===== config.mk =====
export PLATFORM = sky130hd
export DESIGN_NAME = bwmm_cell
export DESIGN_NICKNAME = d
export VERILOG_FILES = /design/src/hdl/assert_macros.svh /design/src/hdl/bwmm_pkg.sv /design/src/hdl/bwmm_cell.sv
export SDC_FILE = /design/constraint.sdc
export NUM_CORES = 1
export LEC_CHECK = 0
export BUFFER_PORTS_ARGS = -buffer_cell sky130_fd_sc_hd__buf_4
export CAP_MARGIN = 40
export CORE_ASPECT_RATIO = 1.75
export CORE_MARGIN = 5
export CORE_UTILIZATION = 38
export CTS_BUF_LIST = sky130_fd_sc_hd__clkbuf_4 sky130_fd_sc_hd__clkbuf_8 sky130_fd_sc_hd__clkbuf_16
export CTS_CLUSTER_SIZE = 16
export DETAILED_ROUTE_END_ITERATION = 8
export GPL_TIMING_DRIVEN = 0
export PLACE_DENSITY_LB_ADDON = 0.3
export SETUP_SLACK_MARGIN = 0.2
export SYNTH_ARGS = -nofsm -noshare
export SYNTH_HDL_FRONTEND = slang
export SYNTH_SLANG_ARGS = --single-unit
export TNS_END_PERCENT = 20

===== constraint.sdc =====
create_clock -name i_clk -period 0.8 [get_ports i_clk]
set_clock_uncertainty 0.1 [all_clocks]
set_input_delay 0.08 -clock i_clk [delete_from_list [all_inputs] [get_ports i_clk]]
set_output_delay 0.08 -clock i_clk [all_outputs]
set_load 0.02 [all_outputs]

===== src/hdl/assert_macros.svh =====
// Assertion macros shared by the binary weight multiply RTL.
// Each macro expands to a labeled concurrent assertion, or to nothing in synthesis.
`ifndef ASSERT_MACROS_SVH
`define ASSERT_MACROS_SVH
`ifndef SYNTHESIS
`define ASSERT_IMPLY(label, clk, rst_n, ante, cons) \
    label: assert property (@(posedge clk) disable iff (!rst_n) (ante) |-> (cons)) \
        else $error("assertion failed");
`define ASSERT_NEXT(label, clk, rst_n, ante, cons) \
    label: assert property (@(posedge clk) disable iff (!rst_n) (ante) |=> (cons)) \
        else $error("assertion failed");
`else
`define ASSERT_IMPLY(label, clk, rst_n, ante, cons)
`define ASSERT_NEXT(label, clk, rst_n, ante, cons)
`endif
`endif


===== src/hdl/bwmm_pkg.sv =====
// Shared types and constants of the binary weight matrix multiply unit.
// Used by the channel interfaces and every module of the block.
package bwmm_pkg;

    localparam int MAX_COLUMNS_DEF = 64;
    localparam int MAX_DEPTH_DEF   = 1024;

    localparam int STORE_BYTES = 8192;
    localparam int STORE_AW    = 13;
    localparam int SUM_W       = 26;
    localparam int ACT_W       = 16;
    localparam int SCALE_W     = 16;
    localparam int RESULT_W    = 42;
    localparam int COLIDX_W    = 6;
    localparam int COLCNT_W    = 7;
    localparam int DEPTHCNT_W  = 11;
    localparam int ROWCNT_W    = 16;
    localparam int CFG_AW      = 2;
    localparam int CFG_DW      = 16;

    localparam logic [SCALE_W-1:0]    SCALE_RST     = 16'd256;
    localparam logic [COLCNT_W-1:0]   COLCNT_RST    = 7'd64;
    localparam logic [DEPTHCNT_W-1:0] DEPTHCNT_RST  = 11'd1024;
    localparam logic [ROWCNT_W-1:0]   ROWCNT_RST    = 16'd1;

    localparam logic KIND_LOAD = 1'b0;
    localparam logic KIND_ACT  = 1'b1;

    typedef enum logic [CFG_AW-1:0] {
        CFG_WEIGHT_SCALE = 2'd0,
        CFG_COLUMN_COUNT = 2'd1,
        CFG_DEPTH_COUNT  = 2'd2,
        CFG_ROW_COUNT    = 2'd3
    } t_cfg_reg;

    typedef enum logic [1:0] {
        ST_IDLE,
        ST_ACC,
        ST_DRAIN
    } t_state;

    typedef struct packed {
        logic                    valid;
        logic signed [SUM_W-1:0] sum;
        logic [COLIDX_W-1:0]     col;
        logic                    row_last;
        logic                    matrix_last;
    } t_drain_word;

endpackage


===== src/hdl/bwmm_cell.sv =====
// One column accumulator of the rotating accumulator ring.
// Depends on bwmm_pkg for the accumulator width.
module bwmm_cell import bwmm_pkg::*; (
    input  logic                    i_clk,
    input  logic                    i_rst_n,
    input  logic                    i_shift,
    input  logic signed [SUM_W-1:0] i_sum,
    output logic signed [SUM_W-1:0] o_sum
);

    logic signed [SUM_W-1:0] r_sum;

    always_ff @(posedge i_clk) begin
        if (!i_rst_n) begin
            r_sum <= '0;
        end else if (i_shift) begin
            r_sum <= i_sum;
        end
    end

    assign o_sum = r_sum;

endmodule


==> results <==
- By startpoint and endpoint, the worst setup path is classified as reg -> out.
- After clock tree synthesis, the clock-pin slew on the worst setup and hold paths is 0.09 ns.
- Among cell families on the critical path, the largest total delay comes from flip-flops.
- Walking the worst path, the cells encountered are buf_6.
- The placeable core area is roughly 2500 um^2.
- The internal portion of the total power is roughly 0.0022 W.
- On the worst path, the slowest cell contributes a delay of ~0.35 ns.
- The worst path required time is approximately 0.62 ns.
- The switching part of the total is 23.82%.
- The data arrival time at the worst-slack endpoint is approximately 0.73 ns.
- The timing-limited maximum frequency is roughly 1100 MHz.
- The synthesized cell area is around 1000 um^2.
- The number of global-route vias before repair is just over 800.
- Dividing the detail-routed wire length by the instance count gives approximately 13 um.
- The first global-routing pass estimated roughly 3900 um of wire.
- The die is ~78 um tall.
- The clock sink count is 26.
- The number of clock buffers inserted by TritonCTS is 3.
- The source of the worst hold timing path is i_sum[7].
- The layout overhead on the synthesized area is 63.42%.
- The residual antenna-violating net count after detailed routing is 0.
- At the pin with the least slew margin, the transition time is 0.3082 ns.
- The initial utilization of the core area, before any placement, comes to just under 40%.
- The number of endpoints with negative hold slack in the final report was 24.
- The flow ran to the end, but the final reports show violations.
- The pin count of the biggest net entering global routing is 15.
- The estimated wirelength of the detail-placed design is 1743 um.
- The type of the tightest min-delay check is in -> reg.
- The library cell used as clock root buffer is sky130_fd_sc_hd__clkbuf_8.
- The worst vdd rail ir drop is 1.538 mV.
- In the layout the commonest cells are 27 x sky130_fd_sc_hd__buf_4, 27 x sky130_fd_sc_hd__buf_6, 26 x sky130_fd_sc_hd__mux2i_1, 26 x sky130_fd_sc_hd__nor2b_1, 26 x sky130_fd_sc_hd__dfxtp_2.
- The multi-input combinational cell area is around 420 um^2.
- At the end of routability-driven placement, the weighted congestion stood at roughly 0.65.
- The later pin in the worst-skew pair is clocked with a latency of between 0.2 and 0.3 ns.
- The clock network is responsible for 29.1% of the overall power.
- The standard cell area after detailed placement is around 1500 um^2.
- The buffer levels on the longest clock path is 2.
- The count of standard-cell rows is 24.
- The count of routing violations after the opening detailed-route iteration is 2.
- Yosys attributes the largest share of cell area to sky130_fd_sc_hd__dfxtp_1 52%, sky130_fd_sc_hd__mux2i_1 26%, sky130_fd_sc_hd__nor2b_1 16%.
- The total wire length after detailed routing is around 2300 um.
- The cell at the slowest stage of the critical path is sky130_fd_sc_hd__dfxtp_2.
- TritonCTS built the clock tree.
- In this run the power density over the cells is 1746 nW/um^2.
- Averaged over all synthesized cells, the footprint is 12.07 um^2.
- The worst slew margin relative to its limit is 79.45%.
- The post-route fraction of the period consumed by the critical path is 113.7%.
- Setup repair after global routing could not meet its margin everywhere.
- The ratio of cells with drive above 1 in the final layout is between 60% and 70%.
- The count of H-tree levels built during CTS is 1.
- Setup violations remaining at the end of the flow were counted as 27.
- The number of primary I/O pins is between 50 and 60.
- The register area share after synthesis is between 50 and 60%.
- The die covers 3805 um^2.
- Measured in cells, the most critical reg-to-reg path has a length of 3.
- The average via count per standard cell is around 4.6.
- The reported max-cap violation count is 0.
- Measured along the x axis, the die boundary spans between 40 and 50 um.
- The net switching power is just under 0.0007 W.
- The smallest setup slack after layout is -0.1099 ns.
- The first-pass detailed-route iteration total is 3.
- Combinational cells account for between 20% and 30% of the total power.
- The synthesized design devotes to its leading area cell type between 50% and 60% of total area.
- The critical path endpoint category is an output port.
- The post-synthesis net count is about 110.
- The synthesized netlist contains 6 unique library cells.
- The worst reg-to-reg setup slack is -0.01 ns.
- The area of all sequential standard cells is 553.0 um^2.
- After the last flow step, the layout net total stands at 171.
- Per report_power, the sequential group accounts for 50.4% of the total.
- For this block, the via count after detailed routing is between 700 and 800.
- The buffering stage count on the worst path with inverters included is 1.
- The count of buffers added on input and output ports is 53.
- The endpoint of the lowest-slack register-to-register path is o_sum[11].
- Along the worst path, the maximum fanout reaches 2.
- The cell type contributing the most total cell area after synthesis is sky130_fd_sc_hd__dfxtp_1.
- For this run, the number of Yosys warnings is 0.
- In this run the critical register-to-register path is launched from o_sum[11].
- The max-slew violation total from the final report is 0.
- The checks that failed: hold timing, setup timing.
- The number of diodes added for antenna fixing is 0.
- The synthesized design contains 26 register bits.
- The endpoint of the worst hold-timing path is o_sum[7].
- The number of antenna violations at the first check in global routing was 0.
- On the final layout, the worst hold slack is -0.03162 ns.
- Counting every instance in the synthesized netlist gives 83.
- The worst hold path depth is 3.
- After filler insertion, the fill cell instance count of the layout stands at 225.
- The overall overflow remaining after global route is 0.
- Summing all non-filler instances in the final layout gives an area of between 1500 and 2000 um^2.
- The worst path in the final design needs a cycle of between 0.9 and 1 ns, including I/O delays and setup.
- After detailed routing, the number of remaining DRC violations is 0.
- The leakage power is between 0.7 and 0.8 nW.
- The register with the most flip-flops in the layout has 26 of them.
- The total track usage is about an eighth.
- The worst setup path is launched from a flip-flop.
==> metal layers <==
metal  wire (um)  track usage, %  vias up
met5           0               0        -
met2        1191           21.47       35
met3         183           4.598        2
met4          19           4.852        0
li1            -               -      387
met1         859           13.49      343
==> worst register-to-register path: cells and delay by family, from the launching register on <==
family	cells	cell delay, ns
simple gates	1	0.06
mux	1	0.11
buf+inv	1	0.11
flops	1	0.34
==> power by group through the flow <==
stage                     logic [W]  clock network [W]  registers (W)
after floorplan            0.000193                  0        0.00155
after global placement     0.000530                  0        0.00145
after detailed placement   0.000542                  0        0.00145
after CTS                  0.000589           0.000861        0.00144
after global routing       0.000634           0.000921        0.00145
final                      0.000586           0.000833        0.00144
==> what timing repair did <==
item                                   4_1_cts  5_1_grt
pin swaps                                    0        0
resized for setup                           26        1
setup buffers                                0        1
setup endpoints to repair                   52       52
endpoints found under the hold margin       26        9
==> cell usage after synthesis <==
master	count
sky130_fd_sc_hd__dfxtp_1	26
sky130_fd_sc_hd__mux2i_1	26
sky130_fd_sc_hd__nor2b_1	26
sky130_fd_sc_hd__buf_12	2
sky130_fd_sc_hd__clkbuf_1	2
sky130_fd_sc_hd__buf_6	1
==> how the worst max path moves through the flow <==
stage                   start  slack [ns]        end  cells past startpoint
floorplan             i_shift        0.04  o_sum[10]                      4
global placement      i_rst_n       -0.01  o_sum[16]                      3
detailed placement    i_rst_n       -0.07   o_sum[9]                      3
CTS                 o_sum[13]       -0.11  o_sum[13]                      1
global route         o_sum[6]       -0.14   o_sum[6]                      1
finish              o_sum[11]       -0.11  o_sum[11]                      1
==> metrics by stage <==
stage / utilization (%) / setup slack (ns) / total power [W] / cells / TNS (ns)
CTS: 64.48 / -0.1137 / 0.002889 / 166 / -2.815
finish: 64.93 / -0.1099 / 0.002860 / 167 / -2.601
detailed placement: 58.43 / -0.06745 / 0.001996 / 162 / -0.8039
floorplan: - / 0.04432 / 0.001743 / 83 / 0
global route: 64.93 / -0.1412 / 0.003003 / 167 / -3.471
global placement: 58.43 / -0.009883 / 0.001982 / 162 / -0.1044
==> layout make-up <==
cell class,count,area share [%]
buffer,5,4.125
clock buffer,4,3.361
multi-input combinational,52,25.82
sequential,26,33.77
tap,26,1.986
timing repair buffer,54,30.94
==> logic make-up (layout without fill, tap and decap cells) <==
| logic type | Yosys count | count (layout) | share of synthesized area (%) |
|---|---|---|---|
| flip-flops | 26 | 26 | 51.94 |
| buffers and inverters | 5 | 63 | 5.868 |
| AND/OR/NAND/NOR | 26 | 26 | 16.23 |
| multiplexers | 26 | 26 | 25.97 |
(Power assumes the default switching activity.)
