### src/hdl/assert_macros.svh
// Assertion macros shared by the binary weight multiply RTL.
// Each macro expands to a labeled concurrent assertion, or to nothing in synthesis.
`ifndef ASSERT_MACROS_SVH
`define ASSERT_MACROS_SVH
`ifndef SYNTHESIS
`define ASSERT_IMPLY(label, clk, rst_n, ante, cons) \
    label: assert property (@(posedge clk) disable iff (!rst_n) (ante) |-> (cons)) \
        else $error("assertion failed");
`define ASSERT_NEXT(label, clk, rst_n, ante, cons) \
    label: assert property (@(posedge clk) disable iff (!rst_n) (ante) |=> (cons)) \
        else $error("assertion failed");
`else
`define ASSERT_IMPLY(label, clk, rst_n, ante, cons)
`define ASSERT_NEXT(label, clk, rst_n, ante, cons)
`endif
`endif

### src/hdl/bwmm_pkg.sv
// Shared types and constants of the binary weight matrix multiply unit.
// Used by the channel interfaces and every module of the block.
package bwmm_pkg;

    localparam int MAX_COLUMNS_DEF = 64;
    localparam int MAX_DEPTH_DEF   = 1024;

    localparam int STORE_BYTES = 8192;
    localparam int STORE_AW    = 13;
    localparam int SUM_W       = 26;
    localparam int ACT_W       = 16;
    localparam int SCALE_W     = 16;
    localparam int RESULT_W    = 42;
    localparam int COLIDX_W    = 6;
    localparam int COLCNT_W    = 7;
    localparam int DEPTHCNT_W  = 11;
    localparam int ROWCNT_W    = 16;
    localparam int CFG_AW      = 2;
    localparam int CFG_DW      = 16;

    localparam logic [SCALE_W-1:0]    SCALE_RST     = 16'd256;
    localparam logic [COLCNT_W-1:0]   COLCNT_RST    = 7'd64;
    localparam logic [DEPTHCNT_W-1:0] DEPTHCNT_RST  = 11'd1024;
    localparam logic [ROWCNT_W-1:0]   ROWCNT_RST    = 16'd1;

    localparam logic KIND_LOAD = 1'b0;
    localparam logic KIND_ACT  = 1'b1;

    typedef enum logic [CFG_AW-1:0] {
        CFG_WEIGHT_SCALE = 2'd0,
        CFG_COLUMN_COUNT = 2'd1,
        CFG_DEPTH_COUNT  = 2'd2,
        CFG_ROW_COUNT    = 2'd3
    } t_cfg_reg;

    typedef enum logic [1:0] {
        ST_IDLE,
        ST_ACC,
        ST_DRAIN
    } t_state;

    typedef struct packed {
        logic                    valid;
        logic signed [SUM_W-1:0] sum;
        logic [COLIDX_W-1:0]     col;
        logic                    row_last;
        logic                    matrix_last;
    } t_drain_word;

endpackage

### src/hdl/bwmm_ifs.sv


interface bwmm_out_if import bwmm_pkg::*; ();
    logic                       valid;
    logic                       ready;
    logic signed [RESULT_W-1:0] result_value;
    logic [COLIDX_W-1:0]        column_index;
    logic                       row_last;
    logic                       matrix_last;

    modport source (
        output valid, result_value, column_index, row_last, matrix_last,
        input  ready
    );
    modport sink (
        input  valid, result_value, column_index, row_last, matrix_last,
        output ready
    );
endinterface

### src/hdl/bwmm_out.sv
// Result path: operand register, scale multiplier and output word register.
// Depends on bwmm_pkg and the bwmm_out_if channel interface.
module bwmm_out import bwmm_pkg::*; (
    input  logic               i_clk,
    input  logic               i_rst_n,
    input  logic [SCALE_W-1:0] i_scale,
    input  t_drain_word        i_word,
    output logic               o_take,
    bwmm_out_if.source         o_out
);

    t_drain_word                r_a;
    logic                       r_o_valid;
    logic signed [RESULT_W-1:0] r_o_value;
    logic [COLIDX_W-1:0]        r_o_col;
    logic                       r_o_row_last;
    logic                       r_o_matrix_last;
    logic                       w_en;
    logic signed [SUM_W+SCALE_W:0] w_prod;

    assign w_en   = !r_o_valid || o_out.ready;
    assign o_take = w_en;
    assign w_prod = $signed(r_a.sum) * $signed({1'b0, i_scale});

    always_ff @(posedge i_clk) begin
        if (!i_rst_n) begin
            r_a.valid <= 1'b0;
            r_o_valid <= 1'b0;
        end else if (w_en) begin
            r_a.valid <= i_word.valid;
            r_o_valid <= r_a.valid;
        end
        if (w_en) begin
            r_a.sum         <= i_word.sum;
            r_a.col         <= i_word.col;
            r_a.row_last    <= i_word.row_last;
            r_a.matrix_last <= i_word.matrix_last;
            r_o_value       <= w_prod[RESULT_W-1:0];
            r_o_col         <= r_a.col;
            r_o_row_last    <= r_a.row_last;
            r_o_matrix_last <= r_a.matrix_last;
        end
    end

    assign o_out.valid        = r_o_valid;
    assign o_out.result_value = r_o_value;
    assign o_out.column_index = r_o_col;
    assign o_out.row_last     = r_o_row_last;
    assign o_out.matrix_last  = r_o_matrix_last;

endmodule

### src/flat_wrapper.sv
// flat-port wrapper written by rule: the top's interface ports become plain ports
module bwmm_out_flat import bwmm_pkg::*;
  (i_clk, i_rst_n, i_scale, i_word, o_take, o_out_valid, o_out_result_value, o_out_column_index, o_out_row_last, o_out_matrix_last, o_out_ready);
  bwmm_out_if o_out_i ();
  input  logic i_clk;
  input  logic i_rst_n;
  input  logic [SCALE_W-1:0] i_scale;
  input  t_drain_word i_word;
  output logic o_take;
  output wire logic [$bits(o_out_i.valid)-1:0] o_out_valid;
  output wire logic [$bits(o_out_i.result_value)-1:0] o_out_result_value;
  output wire logic [$bits(o_out_i.column_index)-1:0] o_out_column_index;
  output wire logic [$bits(o_out_i.row_last)-1:0] o_out_row_last;
  output wire logic [$bits(o_out_i.matrix_last)-1:0] o_out_matrix_last;
  input wire logic [$bits(o_out_i.ready)-1:0] o_out_ready;
  assign o_out_valid = o_out_i.valid;
  assign o_out_result_value = o_out_i.result_value;
  assign o_out_column_index = o_out_i.column_index;
  assign o_out_row_last = o_out_i.row_last;
  assign o_out_matrix_last = o_out_i.matrix_last;
  assign o_out_i.ready = o_out_ready;
  bwmm_out u_core (.i_clk(i_clk), .i_rst_n(i_rst_n), .i_scale(i_scale), .i_word(i_word), .o_take(o_take), .o_out(o_out_i));
endmodule
### config.mk
export PLATFORM = sky130hd
export DESIGN_NAME = bwmm_out_flat
export DESIGN_NICKNAME = d
export VERILOG_FILES = /design/src/hdl/assert_macros.svh /design/src/hdl/bwmm_pkg.sv /design/src/hdl/bwmm_ifs.sv /design/src/hdl/bwmm_out.sv /design/src/flat_wrapper.sv
export SDC_FILE = /design/constraint.sdc
export NUM_CORES = 1
export LEC_CHECK = 0
export BUFFER_PORTS_ARGS = -buffer_cell sky130_fd_sc_hd__buf_2
export CORE_UTILIZATION = 35
export DETAILED_ROUTE_END_ITERATION = 12
export GPL_ROUTABILITY_DRIVEN = 0
export PLACE_DENSITY = 0.47
export SLEW_MARGIN = 20
export SYNTH_ARGS = -nofsm -noshare
export SYNTH_HDL_FRONTEND = slang
export SYNTH_SLANG_ARGS = --single-unit
### constraint.sdc
create_clock -name i_clk -period 16.9 [get_ports i_clk]
set_clock_uncertainty 0.05 [all_clocks]
set_input_delay 1.69 -clock i_clk [delete_from_list [all_inputs] [get_ports i_clk]]
set_output_delay 1.69 -clock i_clk [all_outputs]
set_load 0.05 [all_outputs]
==> flow_results.org <==
** STA
- The final critical path takes up 46.55% of the cycle.
- At the pin with the least slew margin, the transition time is 0.9241 ns.
- Static timing analysis puts the maximum clock frequency at 0.1271 GHz.
- The worst path needs 7.867 ns of the cycle, external delays included.
- Total Negative Setup Slacks :: 0 ns
- Final setup fails :: 0
- Setup repair after global routing left no endpoint under its margin.
- The worst pin sits at a relative slew slack of 38.39%.
- The max-slew violation count was 0.
- The number of hold violations in the final report is 0.

** Setup path
- The most critical setup path has its endpoint at u_core.o_out.result_value[37]$_DFFE_PP_.
- Setup slack on the worst flop-to-flop path :: 9.95 ns
- The worst setup path is captured at a flip-flop.
- Category of the critical setup timing path :: in -> reg
- CP Data Required Time :: 16.99 ns
- Source of the critical timing path :: i_scale[2]
- Largest fanout on the critical path :: 26
- The worst register-to-register path ends at u_core.o_out.result_value[37]$_DFFE_PP_.
- Element type at the critical path start :: primary input
- Worst r2r src :: u_core.r_a[24]$_DFFE_PP_
- The worst register-to-register path has a depth of 19.
- Endpoint arrival time on the critical path :: 7.96 ns

** Cells and area
- Across the whole layout, storage elements account for 2562 um2.
- Most used cells in the layout excluding fill and tap cells :: 475 x sky130_fd_sc_hd__inv_1, 400 x sky130_fd_sc_hd__fa_1, 280 x sky130_fd_sc_hd__nand2_1
- In the final layout, the multi-input gates occupy 12830 um2.
- Fraction of layout instances using a drive strength above 1 :: 7.240%
- The library cell used most frequently in the layout, excluding fill and tap cells, is sky130_fd_sc_hd__inv_1.
- The number of antenna diodes in the final layout is 0.
- Number of nets in the final layout :: 2388
- From synthesis to final layout, the design area changed by 8.089%.
- Counting the fill cells in the layout gives 5089.

** Die
- From left edge to right edge, the die measures 225.2 um.
- The initial utilization of the core area, before any placement, comes to 35.54%.
- Core region area :: 49050 um2
- Die Footprint :: 50710 um2
- Die Y-Extent :: 225.2 um
- Placement row count :: 81
- During I/O placement, the number of pins put on the boundary was 106.

** Clock tree
- Counting the buffers created by CTS gives 9.
- Buffers added to address setup during post-CTS repair amount to 0.
- Gates resized during post-CTS repair numbered 0.
- Sink count of the clock tree :: 86
- Clock-pin slew was measured on the worst setup and hold paths at 0.07 ns.
- Clk buf depth :: 2
- CTS tree :: built
- The H-tree was split into 3 levels.
- The number of hold buffers added after CTS was 0.
- Clock root cell :: sky130_fd_sc_hd__clkbuf_16
- Clock network latency to the later pin of the worst-skew pair :: 0.40 ns

** Drt
- The count of nets left with antenna violations once routing finished came out at 0.
- Dividing the detail-routed via count by the number of cells gives 4.650.
- Across all layers, the routed design uses 11630 vias.
- Routed len/inst :: 18.02 um
- For this block, the routed nets add up to 45060 um of wire.
- First-iteration detailed-routing DRC count :: 404
- Post-route DRC violation count :: 0
- Drt first pass iters :: 5

** Logic synthesis
- The synthesized design spends more area on one cell type than any other, namely sky130_fd_sc_hd__fa_1.
- In this run the mean area of a mapped cell was 9.788 um2.
- Synthesis produced a netlist with a net count of 2337.
- Post-synth EDFFs :: 84
- Synth warn :: 0
- Synth async-reset ratio :: 0%
- Top cells by area in the synthesized netlist :: sky130_fd_sc_hd__fa_1 46%, sky130_fd_sc_hd__edfxtp_1 14%, sky130_fd_sc_hd__inv_1 10%, sky130_fd_sc_hd__ha_1 7.3%, sky130_fd_sc_hd__nand2_1 6.0%
- Synthesis produced 1781 cells.
- Sequential elements use 14.70% of the synthesized area.
- Summing every instance area after synthesis gives 17430 um2.
- Counting flops and latches in the post-synthesis netlist gives 86.
- In the synthesized netlist the dominant register cell turns out to be sky130_fd_sc_hd__edfxtp_1.
- Distinct cell type count after synthesis :: 49
- Share of the synthesized area in the top cell type :: 45.93%

** Global routing
- Maximum number of pins on one net before global-route repair :: 53
- The number of antenna violations at the first check in global routing came to 1.
- First-pass GRT wire length :: 74010 um
- Number of global-route vias before repair :: 13310
- After global routing the overflow that remains totals 0.
- Total routing usage reported by global routing :: 19.64%

** Flow run
- Across the run, the number of max-cap violations was 0.

** Place
- Total half-perimeter wirelength after legalization and detailed placement :: 35860 um
- Buffers on Ports :: 105

** Run status
- Status :: complete, no violations

** Min path
- Kind of path behind the tightest hold check :: reg -> reg
-- worst min path at each step --
stage | endpoint | slack [ns] | cells after the start | start
finish | u_core.o_out.column_index[3]$_DFFE_PP_ | 0.37 | 0 | u_core.r_a[5]$_DFFE_PP_
global route | u_core.o_out.column_index[3]$_DFFE_PP_ | 0.38 | 0 | u_core.r_a[5]$_DFFE_PP_
CTS | u_core.o_out.column_index[3]$_DFFE_PP_ | 0.37 | 0 | u_core.r_a[5]$_DFFE_PP_
detailed placement | u_core.o_out.column_index[2]$_DFFE_PP_ | 0.36 | 0 | u_core.r_a[4]$_DFFE_PP_
global placement | u_core.o_out.column_index[2]$_DFFE_PP_ | 0.35 | 0 | u_core.r_a[4]$_DFFE_PP_
floorplan | u_core.o_out.column_index[0]$_DFFE_PP_ | 0.35 | 0 | u_core.r_a[2]$_DFFE_PP_
-- flip-flops by register name, summed over array words and instances (netlist names) --
signal                     count
u_core.o_out.result_value     42
u_core.o_out.column_index      6
u_core.o_out.row_last          1
u_core.o_out.valid             1
u_core.o_out.matrix_last       1
u_core.r_a                    35
-- synth_stat cells (all sizes together), types with 2 or more instances --
cell,count
edfxtp,84
nand2,280
mux2i,3
clkbuf,66
o211ai,2
nor3b,4
inv,475
and2,159
nand2b,3
dfxtp,2
nor2b,6
fa,400
o21ai,15
o311ai,2
a31o,2
a311o,2
a211o,2
nand4,5
a311oi,3
o21bai,4
xor2,9
a21boi,2
a21o,17
nor2,22
nand3,7
nor4,2
a221oi,2
xnor2,33
nor3,4
and3,5
ha,102
o21a,8
a211oi,6
a21oi,27
o2111ai,3
a31oi,6
-- cell type report --
cell class              instances  share of cell area, %
clock buffers                  10                  1.268
clock inverters                 6                 0.2789
inverters                     475                  9.462
multi-input cells            1153                  68.11
flip-flops and latches         86                  13.60
well taps                     664                  4.409
repair buffers                107                  2.869
-- worst max-delay path, stage by stage --
cell and delay, ns:
sky130_fd_sc_hd__buf_2 0.48, sky130_fd_sc_hd__nand2_1 0.16, sky130_fd_sc_hd__fa_1 0.55, sky130_fd_sc_hd__fa_1 0.55
sky130_fd_sc_hd__inv_1 0.06, sky130_fd_sc_hd__fa_1 0.50, sky130_fd_sc_hd__inv_1 0.06, sky130_fd_sc_hd__fa_1 0.55
sky130_fd_sc_hd__fa_1 0.43, sky130_fd_sc_hd__fa_1 0.50, sky130_fd_sc_hd__inv_1 0.05, sky130_fd_sc_hd__ha_1 0.36
sky130_fd_sc_hd__a211oi_1 0.28, sky130_fd_sc_hd__o21ai_0 0.16, sky130_fd_sc_hd__a221oi_2 0.48, sky130_fd_sc_hd__and3_1 0.23
sky130_fd_sc_hd__a21oi_1 0.19, sky130_fd_sc_hd__a21boi_0 0.39, sky130_fd_sc_hd__o21bai_1 0.12, sky130_fd_sc_hd__xor2_1 0.15
-- logic make-up (layout without fill, tap and decap cells) --
| kind of cell | count (synthesis) | after routing | synth area share (%) |
|---|---|---|---|
| AOI/OAI and AO/OA | 106 | 106 | 4.443 |
| xor gates and xnor gates | 42 | 42 | 2.110 |
| adders and majority gates | 502 | 502 | 53.25 |
| buffers and inverters | 542 | 598 | 11.72 |
| DFF | 86 | 86 | 14.70 |
| muxes | 3 | 3 | 0.1723 |
| and+or+nand+nor | 500 | 500 | 13.60 |
-- through the flow --
step                      utilization, %  setup WS [ns]  area, um2  cells  hold WS (ns)
after floorplan                        -          9.395      17430   1781        0.3503
after global placement             37.82          8.656      18550   2485        0.3506
after detailed placement           37.82          8.622      18550   2485        0.3552
after CTS                          38.41          9.040      18840   2501        0.3743
after global routing               38.41          8.653      18840   2501        0.3753
final                              38.41          9.033      18840   2501        0.3715
-- metal layers --
layer,GRT usage [%],wire length [um],up-vias
li1,-,-,5303
met1,23.58,18670,6134
met2,36.55,24210,155
met3,2.334,1180,37
met4,5.684,1007,0
met5,0,0,-
Power is left out: the tool's default activity adds up to more than one toggle a clock period on the data nets, which glitch-free logic cannot reach.
